$ cat config.mk
export PLATFORM = sky130hd
export DESIGN_NAME = byte_rate_throttle
export DESIGN_NICKNAME = d
export VERILOG_FILES = /design/src/hdl/brt_pkg.sv /design/src/hdl/brt_div.sv /design/src/hdl/byte_rate_throttle.sv
export SDC_FILE = /design/constraint.sdc
export NUM_CORES = 2
export LEC_CHECK = 0
export BUFFER_PORTS_ARGS = -buffer_cell sky130_fd_sc_hd__buf_2
export CORE_ASPECT_RATIO = 0.6
export CORE_UTILIZATION = 50
export CTS_CLUSTER_DIAMETER = 150
export DETAILED_ROUTE_END_ITERATION = 10
export GPL_TIMING_DRIVEN = 0
export PLACE_DENSITY = 0.73
export REMOVE_ABC_BUFFERS = 1
export SYNTH_ARGS = -nofsm -noshare
export SYNTH_HDL_FRONTEND = slang
export SYNTH_SLANG_ARGS = --single-unit
$ cat constraint.sdc
create_clock -name clk -period 24.6 [get_ports clk]
set_clock_uncertainty 0.1 [all_clocks]
set_input_delay 1.23 -clock clk [delete_from_list [all_inputs] [get_ports clk]]
set_output_delay 1.23 -clock clk [all_outputs]
set_load 0.005 [all_outputs]
$ cat src/hdl/brt_pkg.sv
// ----------------------------------------------------------------------------
// brt_pkg
// Shared widths, constants and request codes of the byte rate throttle.
// ----------------------------------------------------------------------------
package brt_pkg;

  localparam int NOW_W     = 48;
  localparam int BYTES_W   = 32;
  localparam int STATE_W   = 2;
  localparam int CREDIT_W  = 42;
  localparam int DELAY_W   = 42;
  localparam int MS_W      = 10;
  localparam int DIVD_W    = 43;
  localparam int DIVS_W    = 32;
  localparam int IN_DATA_W  = 88;
  localparam int OUT_DATA_W = 80;

  localparam logic [BYTES_W-1:0]  RATE_RESET  = 32'd1048576;
  localparam logic [MS_W-1:0]     MS_PER_SEC  = 10'd1000;
  localparam logic [CREDIT_W-1:0] CREDIT_MAX  = {1'b0, {(CREDIT_W-1){1'b1}}};
  localparam logic [DELAY_W-1:0]  DELAY_MAX   = {DELAY_W{1'b1}};

  localparam logic [1:0] REQ_OPEN  = 2'd0;
  localparam logic [1:0] REQ_SEND  = 2'd1;
  localparam logic [1:0] REQ_RETRY = 2'd2;

endpackage

$ cat src/hdl/brt_div.sv
// ----------------------------------------------------------------------------
// brt_div
// Restoring divider that produces one quotient bit per cycle.
// ----------------------------------------------------------------------------
module brt_div (
  input  logic                        clk,
  input  logic                        rst_n,
  input  logic                        start,
  input  logic [brt_pkg::DIVD_W-1:0]  dividend,
  input  logic [brt_pkg::DIVS_W-1:0]  divisor,
  output logic                        done,
  output logic [brt_pkg::DIVD_W-1:0]  quotient
);

  localparam int CNT_W = $clog2(brt_pkg::DIVD_W + 1);

  logic [brt_pkg::DIVD_W-1:0] quo_r, quo_nxt;
  logic [brt_pkg::DIVS_W-1:0] rem_r, rem_nxt;
  logic [brt_pkg::DIVS_W-1:0] dsr_r, dsr_nxt;
  logic [CNT_W-1:0]           cnt_r, cnt_nxt;
  logic                       busy_r, busy_nxt;
  logic                       done_r, done_nxt;
  logic [brt_pkg::DIVS_W:0]   shifted;
  logic [brt_pkg::DIVS_W:0]   diff;
  logic                       fits;

  assign shifted = {rem_r, quo_r[brt_pkg::DIVD_W-1]};
  assign diff    = shifted - {1'b0, dsr_r};
  assign fits    = shifted >= {1'b0, dsr_r};

  always_comb begin
    quo_nxt  = quo_r;
    rem_nxt  = rem_r;
    dsr_nxt  = dsr_r;
    cnt_nxt  = cnt_r;
    busy_nxt = busy_r;
    done_nxt = 1'b0;
    if (start) begin
      quo_nxt  = dividend;
      rem_nxt  = '0;
      dsr_nxt  = divisor;
      cnt_nxt  = CNT_W'(brt_pkg::DIVD_W);
      busy_nxt = 1'b1;
    end else if (busy_r) begin
      rem_nxt = fits ? diff[brt_pkg::DIVS_W-1:0] : shifted[brt_pkg::DIVS_W-1:0];
      quo_nxt = {quo_r[brt_pkg::DIVD_W-2:0], fits};
      cnt_nxt = cnt_r - CNT_W'(1);
      if (cnt_r == CNT_W'(1)) begin
        busy_nxt = 1'b0;
        done_nxt = 1'b1;
      end
    end
  end

  always_ff @(posedge clk) begin
    if (!rst_n) begin
      busy_r <= 1'b0;
      done_r <= 1'b0;
      cnt_r  <= '0;
    end else begin
      busy_r <= busy_nxt;
      done_r <= done_nxt;
      cnt_r  <= cnt_nxt;
    end
    quo_r <= quo_nxt;
    rem_r <= rem_nxt;
    dsr_r <= dsr_nxt;
  end

  assign done     = done_r;
  assign quotient = quo_r;

endmodule

$ cat src/hdl/byte_rate_throttle.sv
// ----------------------------------------------------------------------------
// byte_rate_throttle
// Byte-rate shaper that keeps a signed credit window and releases stored sends.
// ----------------------------------------------------------------------------
// An open, an unknown request or a release without refill division needs no
// division; a refill within one second of the last one and a held word's delay
// each add one pass of the shared 43-bit divider, and the input is not ready
// while a word is in work.
module byte_rate_throttle (
  input  logic                                clk,
  input  logic                                rst_n,
  input  logic                                cfg_wr_en,
  input  logic [brt_pkg::BYTES_W-1:0]         cfg_wr_data,   // rate_bytes_per_sec
  input  logic                                in_tvalid,
  output logic                                in_tready,
  // now_ms [47:0], send_bytes [79:48], send_state [81:80]
  input  logic [brt_pkg::IN_DATA_W-1:0]       in_tdata,
  // req_type [1:0]
  input  logic [1:0]                          in_tuser,
  output logic                                out_tvalid,
  input  logic                                out_tready,
  // delay_ms [41:0], released_bytes [73:42], released_state [75:74]
  output logic [brt_pkg::OUT_DATA_W-1:0]      out_tdata,
  // released [0]
  output logic                                out_tuser
);

  typedef enum logic [2:0] {
    ST_IDLE, ST_REFILL, ST_REFILL_WAIT, ST_CHECK, ST_DELAY_WAIT, ST_OUT
  } state_t;

  state_t                              state_r, state_nxt;
  logic [brt_pkg::BYTES_W-1:0]         rate_r, rate_nxt;
  logic [brt_pkg::NOW_W-1:0]           window_r, window_nxt;
  logic [brt_pkg::CREDIT_W-1:0]        credit_r, credit_nxt;
  logic [brt_pkg::BYTES_W-1:0]         pend_bytes_r, pend_bytes_nxt;
  logic [brt_pkg::STATE_W-1:0]         pend_state_r, pend_state_nxt;
  logic [brt_pkg::NOW_W-1:0]           now_r, now_nxt;
  logic                                res_rel_r, res_rel_nxt;
  logic [brt_pkg::DELAY_W-1:0]         res_delay_r, res_delay_nxt;
  logic [brt_pkg::BYTES_W-1:0]         res_bytes_r, res_bytes_nxt;
  logic [brt_pkg::STATE_W-1:0]         res_state_r, res_state_nxt;
  logic                                out_tvalid_r, out_tvalid_nxt;
  logic [brt_pkg::OUT_DATA_W-1:0]      out_tdata_r, out_tdata_nxt;
  logic                                out_tuser_r, out_tuser_nxt;

  logic [brt_pkg::BYTES_W-1:0]         rate_eff;
  logic [brt_pkg::NOW_W-1:0]           elapsed;
  logic                                time_moved;
  logic                                elapsed_long;
  logic [brt_pkg::CREDIT_W-1:0]        deficit;
  logic [brt_pkg::BYTES_W-1:0]         mul_a;
  logic [brt_pkg::MS_W-1:0]            mul_b;
  logic [brt_pkg::CREDIT_W-1:0]        product;
  logic [brt_pkg::BYTES_W-1:0]         add_val;
  logic [brt_pkg::CREDIT_W:0]          sum;
  logic [brt_pkg::CREDIT_W-1:0]        credit_sat;
  logic                                div_start;
  logic [brt_pkg::DIVD_W-1:0]          div_dividend;
  logic [brt_pkg::DIVS_W-1:0]          div_divisor;
  logic                                div_done;
  logic [brt_pkg::DIVD_W-1:0]          div_quo;
  logic                                in_acc;

  assign rate_eff     = (rate_r == '0) ? brt_pkg::BYTES_W'(1) : rate_r;
  assign elapsed      = now_r - window_r;
  assign time_moved   = window_r < now_r;
  assign elapsed_long = elapsed >= brt_pkg::NOW_W'(brt_pkg::MS_PER_SEC);
  assign deficit      = brt_pkg::CREDIT_W'(0) - credit_r;

  // One multiplier serves the refill and the delay numerator.
  assign mul_a   = (state_r == ST_CHECK) ? deficit[brt_pkg::BYTES_W-1:0] : rate_eff;
  assign mul_b   = (state_r == ST_CHECK) ? brt_pkg::MS_PER_SEC : elapsed[brt_pkg::MS_W-1:0];
  assign product = brt_pkg::CREDIT_W'(mul_a) * brt_pkg::CREDIT_W'(mul_b);

  assign div_dividend = (state_r == ST_CHECK)
                      ? ({1'b0, product} + brt_pkg::DIVD_W'(rate_eff - brt_pkg::BYTES_W'(1)))
                      : {1'b0, product};
  assign div_divisor  = (state_r == ST_CHECK) ? rate_eff
                                              : brt_pkg::DIVS_W'(brt_pkg::MS_PER_SEC);
  assign div_start    = ((state_r == ST_REFILL) && time_moved && !elapsed_long) ||
                        ((state_r == ST_CHECK) && credit_r[brt_pkg::CREDIT_W-1]);

  assign add_val    = (state_r == ST_REFILL) ? rate_eff : div_quo[brt_pkg::BYTES_W-1:0];
  assign sum        = {credit_r[brt_pkg::CREDIT_W-1], credit_r} +
                      (brt_pkg::CREDIT_W+1)'(add_val);
  assign credit_sat = (!sum[brt_pkg::CREDIT_W] && sum[brt_pkg::CREDIT_W-1])
                    ? brt_pkg::CREDIT_MAX : sum[brt_pkg::CREDIT_W-1:0];

  assign in_tready = (state_r == ST_IDLE);
  assign in_acc    = in_tvalid && in_tready;

  brt_div u_div (
    .clk      (clk),
    .rst_n    (rst_n),
    .start    (div_start),
    .dividend (div_dividend),
    .divisor  (div_divisor),
    .done     (div_done),
    .quotient (div_quo)
  );

  always_comb begin
    state_nxt      = state_r;
    rate_nxt       = cfg_wr_en ? cfg_wr_data : rate_r;
    window_nxt     = window_r;
    credit_nxt     = credit_r;
    pend_bytes_nxt = pend_bytes_r;
    pend_state_nxt = pend_state_r;
    now_nxt        = now_r;
    res_rel_nxt    = res_rel_r;
    res_delay_nxt  = res_delay_r;
    res_bytes_nxt  = res_bytes_r;
    res_state_nxt  = res_state_r;
    out_tvalid_nxt = out_tvalid_r && !out_tready;
    out_tdata_nxt  = out_tdata_r;
    out_tuser_nxt  = out_tuser_r;

    unique case (state_r)
      ST_IDLE: begin
        if (in_acc) begin
          now_nxt       = in_tdata[brt_pkg::NOW_W-1:0];
          res_rel_nxt   = 1'b0;
          res_delay_nxt = '0;
          res_bytes_nxt = '0;
          res_state_nxt = '0;
          unique case (in_tuser)
            brt_pkg::REQ_OPEN: begin
              window_nxt     = in_tdata[brt_pkg::NOW_W-1:0];
              credit_nxt     = '0;
              pend_bytes_nxt = '0;
              pend_state_nxt = '0;
              state_nxt      = ST_OUT;
            end
            brt_pkg::REQ_SEND: begin
              pend_bytes_nxt = in_tdata[79:48];
              pend_state_nxt = in_tdata[81:80];
              state_nxt      = ST_REFILL;
            end
            brt_pkg::REQ_RETRY: begin
              state_nxt = ST_REFILL;
            end
            default: begin
              state_nxt = ST_OUT;
            end
          endcase
        end
      end
      ST_REFILL: begin
        if (!time_moved) begin
          state_nxt = ST_CHECK;
        end else if (elapsed_long) begin
          credit_nxt = credit_sat;
          window_nxt = now_r;
          state_nxt  = ST_CHECK;
        end else begin
          state_nxt = ST_REFILL_WAIT;
        end
      end
      ST_REFILL_WAIT: begin
        if (div_done) begin
          credit_nxt = credit_sat;
          window_nxt = now_r;
          state_nxt  = ST_CHECK;
        end
      end
      ST_CHECK: begin
        if (credit_r[brt_pkg::CREDIT_W-1]) begin
          state_nxt = ST_DELAY_WAIT;
        end else begin
          credit_nxt    = credit_r - brt_pkg::CREDIT_W'(pend_bytes_r);
          res_rel_nxt   = 1'b1;
          res_bytes_nxt = pend_bytes_r;
          res_state_nxt = pend_state_r;
          state_nxt     = ST_OUT;
        end
      end
      ST_DELAY_WAIT: begin
        if (div_done) begin
          res_delay_nxt = div_quo[brt_pkg::DIVD_W-1] ? brt_pkg::DELAY_MAX
                                                     : div_quo[brt_pkg::DELAY_W-1:0];
          state_nxt     = ST_OUT;
        end
      end
      ST_OUT: begin
        if (!out_tvalid_r || out_tready) begin
          out_tvalid_nxt = 1'b1;
          out_tuser_nxt  = res_rel_r;
          out_tdata_nxt  = {4'b0, res_state_r, res_bytes_r, res_delay_r};
          state_nxt      = ST_IDLE;
        end
      end
      default: begin
        state_nxt = ST_IDLE;
      end
    endcase
  end

  always_ff @(posedge clk) begin
    if (!rst_n) begin
      state_r      <= ST_IDLE;
      rate_r       <= brt_pkg::RATE_RESET;
      window_r     <= '0;
      credit_r     <= '0;
      pend_bytes_r <= '0;
      pend_state_r <= '0;
      out_tvalid_r <= 1'b0;
    end else begin
      state_r      <= state_nxt;
      rate_r       <= rate_nxt;
      window_r     <= window_nxt;
      credit_r     <= credit_nxt;
      pend_bytes_r <= pend_bytes_nxt;
      pend_state_r <= pend_state_nxt;
      out_tvalid_r <= out_tvalid_nxt;
    end
    now_r       <= now_nxt;
    res_rel_r   <= res_rel_nxt;
    res_delay_r <= res_delay_nxt;
    res_bytes_r <= res_bytes_nxt;
    res_state_r <= res_state_nxt;
    out_tdata_r <= out_tdata_nxt;
    out_tuser_r <= out_tuser_nxt;
  end

  assign out_tvalid = out_tvalid_r;
  assign out_tdata  = out_tdata_r;
  assign out_tuser  = out_tuser_r;

`ifndef SYNTH
  // A negative credit never falls below minus the largest byte total.
  a_credit_floor: assert property (@(posedge clk) disable iff (!rst_n)
    credit_r[brt_pkg::CREDIT_W-1] |-> (&credit_r[brt_pkg::CREDIT_W-1:brt_pkg::BYTES_W]))
    else $error("credit below the deficit floor");

  // The divider only finishes while the sequencer waits for it.
  a_div_done_wait: assert property (@(posedge clk) disable iff (!rst_n)
    div_done |-> (state_r == ST_REFILL_WAIT || state_r == ST_DELAY_WAIT))
    else $error("divider finished outside a wait state");

  // A released word carries no delay, a held word carries no bytes.
  a_out_fields: assert property (@(posedge clk) disable iff (!rst_n)
    out_tvalid |-> (out_tuser ? (out_tdata[41:0] == '0)
                              : (out_tdata[75:42] == '0)))
    else $error("inconsistent result word");

  // An accepted word is never followed by another accept in the next cycle.
  a_one_at_a_time: assert property (@(posedge clk) disable iff (!rst_n)
    in_acc |=> !in_tready)
    else $error("input accepted while busy");
`endif

endmodule

==> impl_metrics.json <==
{
  "outcome": "completed",
  "core_mm2": 0.08229,
  "synthFlopType": "edfxtp_1",
  "via_per_inst": 6.062,
  "worst_path_most_repeated_cell": "fa_1",
  "ctsHoldBuffers": 0,
  "finalWorstSetupSlack_ns": 11.56,
  "worst_pin_slew_ns": 1.321,
  "tns_ns": 0,
  "synth_cells": 4794,
  "grt.total_usage_pct": 29.89,
  "grt-ovfl-total": 0,
  "hpwl_mm": 99.38,
  "rsz0062_at_grt": "false",
  "grt_max_degree": 88,
  "whs_endpoint": "out_tdata[17]",
  "syn2layout_area_growth_pct": 9.488,
  "grt_pass1_wl_mm": 198.3,
  "vias": 36330,
  "synth-edff-count": 277,
  "clk_latency_ns": 0.64,
  "setup_viol": 0,
  "hold_path.class": "register to register",
  "antenna_found_initial": 5,
  "nFillCells": 7423,
  "initialDrtViolationCount": 4426,
  "synth-warning-count": 0,
  "finalHoldViolations": 0,
  "start_util_pct": 51.06,
  "fp.dieArea_mm2": 0.08524,
  "r2r_cells": 37,
  "post-place-ws_ns": 11.95,
  "io_pins": 210,
  "ys_seq_elements": 477,
  "clockBufferDepth": 3,
  "cts_sinks": 477,
  "post_drt_wl_per_cell_um": 21.54,
  "period_share_pct": 53.02,
  "max_freq_mhz": 76.66,
  "endpoint_kind": "register",
  "drv_slew": 0,
  "r2r_slack_ns": 11.56,
  "finalNetCount": 5467,
  "drive_gt1_share_pct": 8.645,
  "slowest_delay_ns": 0.82,
  "cts-root-buf": "clkbuf_16",
  "ctsResizeCount": 0,
  "gp_congestion": 0.9876,
  "postCtsSetupRepairBufs": 0,
  "synth_top_area_share_pct": 19.80,
  "syn_avg_cell_area_um2": 8.764,
  "r2r_start": "rate_r[20]",
  "startpoint_type": "register",
  "ys_top_cells_by_area": "edfxtp_1 (20%), fa_1 (12%), dfxtp_1 (9.5%), ha_1 (8.0%), inv_1 (4.9%)",
  "cts_made_buffers": 51,
  "syn-cell-area_mm2": 0.04202,
  "numPortBuffers": 199,
  "synth_cell_type_count": 100,
  "first_global_vias": 33700,
  "die_x_um": 376.2,
  "crit_slowest_cell": "nor4_1",
  "clk_pin_slew_ns": 0.07,
  "fp-row-count": 81,
  "htreeDepth": 2,
  "crit_required_ns": 24.87,
  "critPathKind": "register to register",
  "whs_path_depth": 0,
  "ant_nets": 0,
  "hold_start": "res_delay_r[17]",
  "drv_cap": 0,
  "netlist.top_cell.by_area": "edfxtp_1",
  "final.min_clock_period_ns": 13.04,
  "tritoncts": "yes",
  "r2r-end": "u_div.quotient[38]",
  "wirelength_mm": 129.1,
  "relSlewSlack_pct": 9.677,
  "critical_path_arrival_ns": 13.31,
  "ys_seq_area_share_pct": 29.33,
  "cp_max_fo": 12,
  "hold-worst-slack_ns": 0.3108,
  "drcViolationCount": 0,
  "die_height_um": 226.5,
  "firstDrtPassIters": 6,
  "async_flop_share_pct": 0
}
layer usage:
layer	global-route usage [%]	part of all wire, %	vias to the layer above
li1	-	-	16830
met1	46.49	47	17570
met2	39.98	39	1798
met3	8.996	13	142
met4	5.822	1.7	0
met5	0	0	-
cell type report:
class	count	area, µm²	area share [%]
inverters	554	2090	4.542
clock buffers	66	1415	3.076
multi-input cells	3508	26700	58.04
flip-flops and latches	477	12320	26.79
clock inverters	30	351.6	0.7643
diodes	4	10.01	0.02176
repair buffers	235	1712	3.721
well taps	1120	1401	3.046
cells by family (layout without fill, tap and decap cells):
kind of cell,Yosys count,in the layout,synth area share (%)
AND/OR/NAND/NOR,1394,1394,15.15
AO/OA/AOI/OAI,1222,1222,20.01
buffers and inverters,812,885,7.516
adder cells (fa/ha/maj),513,513,19.62
flip-flops,477,477,29.33
XOR/XNOR,229,229,4.774
multiplexers,146,146,3.597
other,1,8,0.008925
critical path, delay by kind of cell (launching register included):
family	cells	cell delay (ns)
buffers and inverters	3	0.17
AO/OA/AOI/OAI	9	2.93
multiplexers	2	0.56
flip-flops	1	0.59
adder cells (fa/ha/maj)	7	3.32
XOR/XNOR	1	0.14
AND/OR/NAND/NOR	15	4.96
flip-flops by register name (all words and copies together), names as in the netlist, 2 cells and up:
register	count
res_state_r	2
u_div.rem_r	32
state_r	3
res_delay_r	42
u_div.cnt_r	6
now_r	48
rate_r	32
window_r	48
pend_bytes_r	32
u_div.dsr_r	32
res_bytes_r	32
out_tdata	76
pend_state_r	2
u_div.quotient	43
credit_r	42
per-stage QoR:
stage / utilization (%) / std cells / cell area (µm²)
after floorplan: - / 4539 / 40950
after global placement: 52.67 / 5858 / 43350
after detailed placement: 53.72 / 5892 / 44210
after CTS: 55.86 / 5988 / 45970
after global routing: 55.89 / 5991 / 46000
final: 55.90 / 5994 / 46000
how the worst max path moves through the flow:
stage	slack [ns]	to	cells after the start	start
finish	11.56	u_div.quotient[38]	37	rate_r[20]
global route	10.90	u_div.quotient[38]	37	rate_r[20]
CTS	11.88	u_div.quotient[38]	37	rate_r[20]
detailed placement	11.95	u_div.quotient[38]	37	rate_r[20]
global placement	2.70	u_div.quotient[39]	38	state_r[2]
floorplan	10.55	u_div.quotient[39]	36	state_r[2]
placed cells by master, fill, tap and decap left out, types with 41 or more instances in the layout:
master	count
ha_1	270
xnor2_1	136
a311oi_1	56
nand2_1	458
clkbuf_16	53
inv_1	551
a21oi_1	285
dfxtp_1	199
buf_2	198
o21ai_0	183
o211ai_1	41
nor2_1	434
nand3_1	65
a21o_1	126
and2_1	66
xor2_1	92
nor3_1	76
edfxtp_1	277
nand4_1	42
fa_1	243
o21a_1	80
mux2i_1	106
a211oi_1	107
Yosys cell counts, drive strengths merged (37+ instances only):
master  number
mux2        40
xnor2      137
fa         243
ha         270
nand2b      41
o21ai      201
inv        553
and3        37
edfxtp     277
a22oi       39
a311oi      56
a21oi      286
xor2        92
o211ai      41
and2        69
nand2      461
buf         55
mux2i      106
o21a        80
dfxtp      200
nor3        78
nand4       43
nand3       66
a211oi     122
nor2       444
a21o       127
clkbuf     203
Power is left out: the tool's default activity adds up to more than one toggle a clock period on the data nets, which glitch-free logic cannot reach.
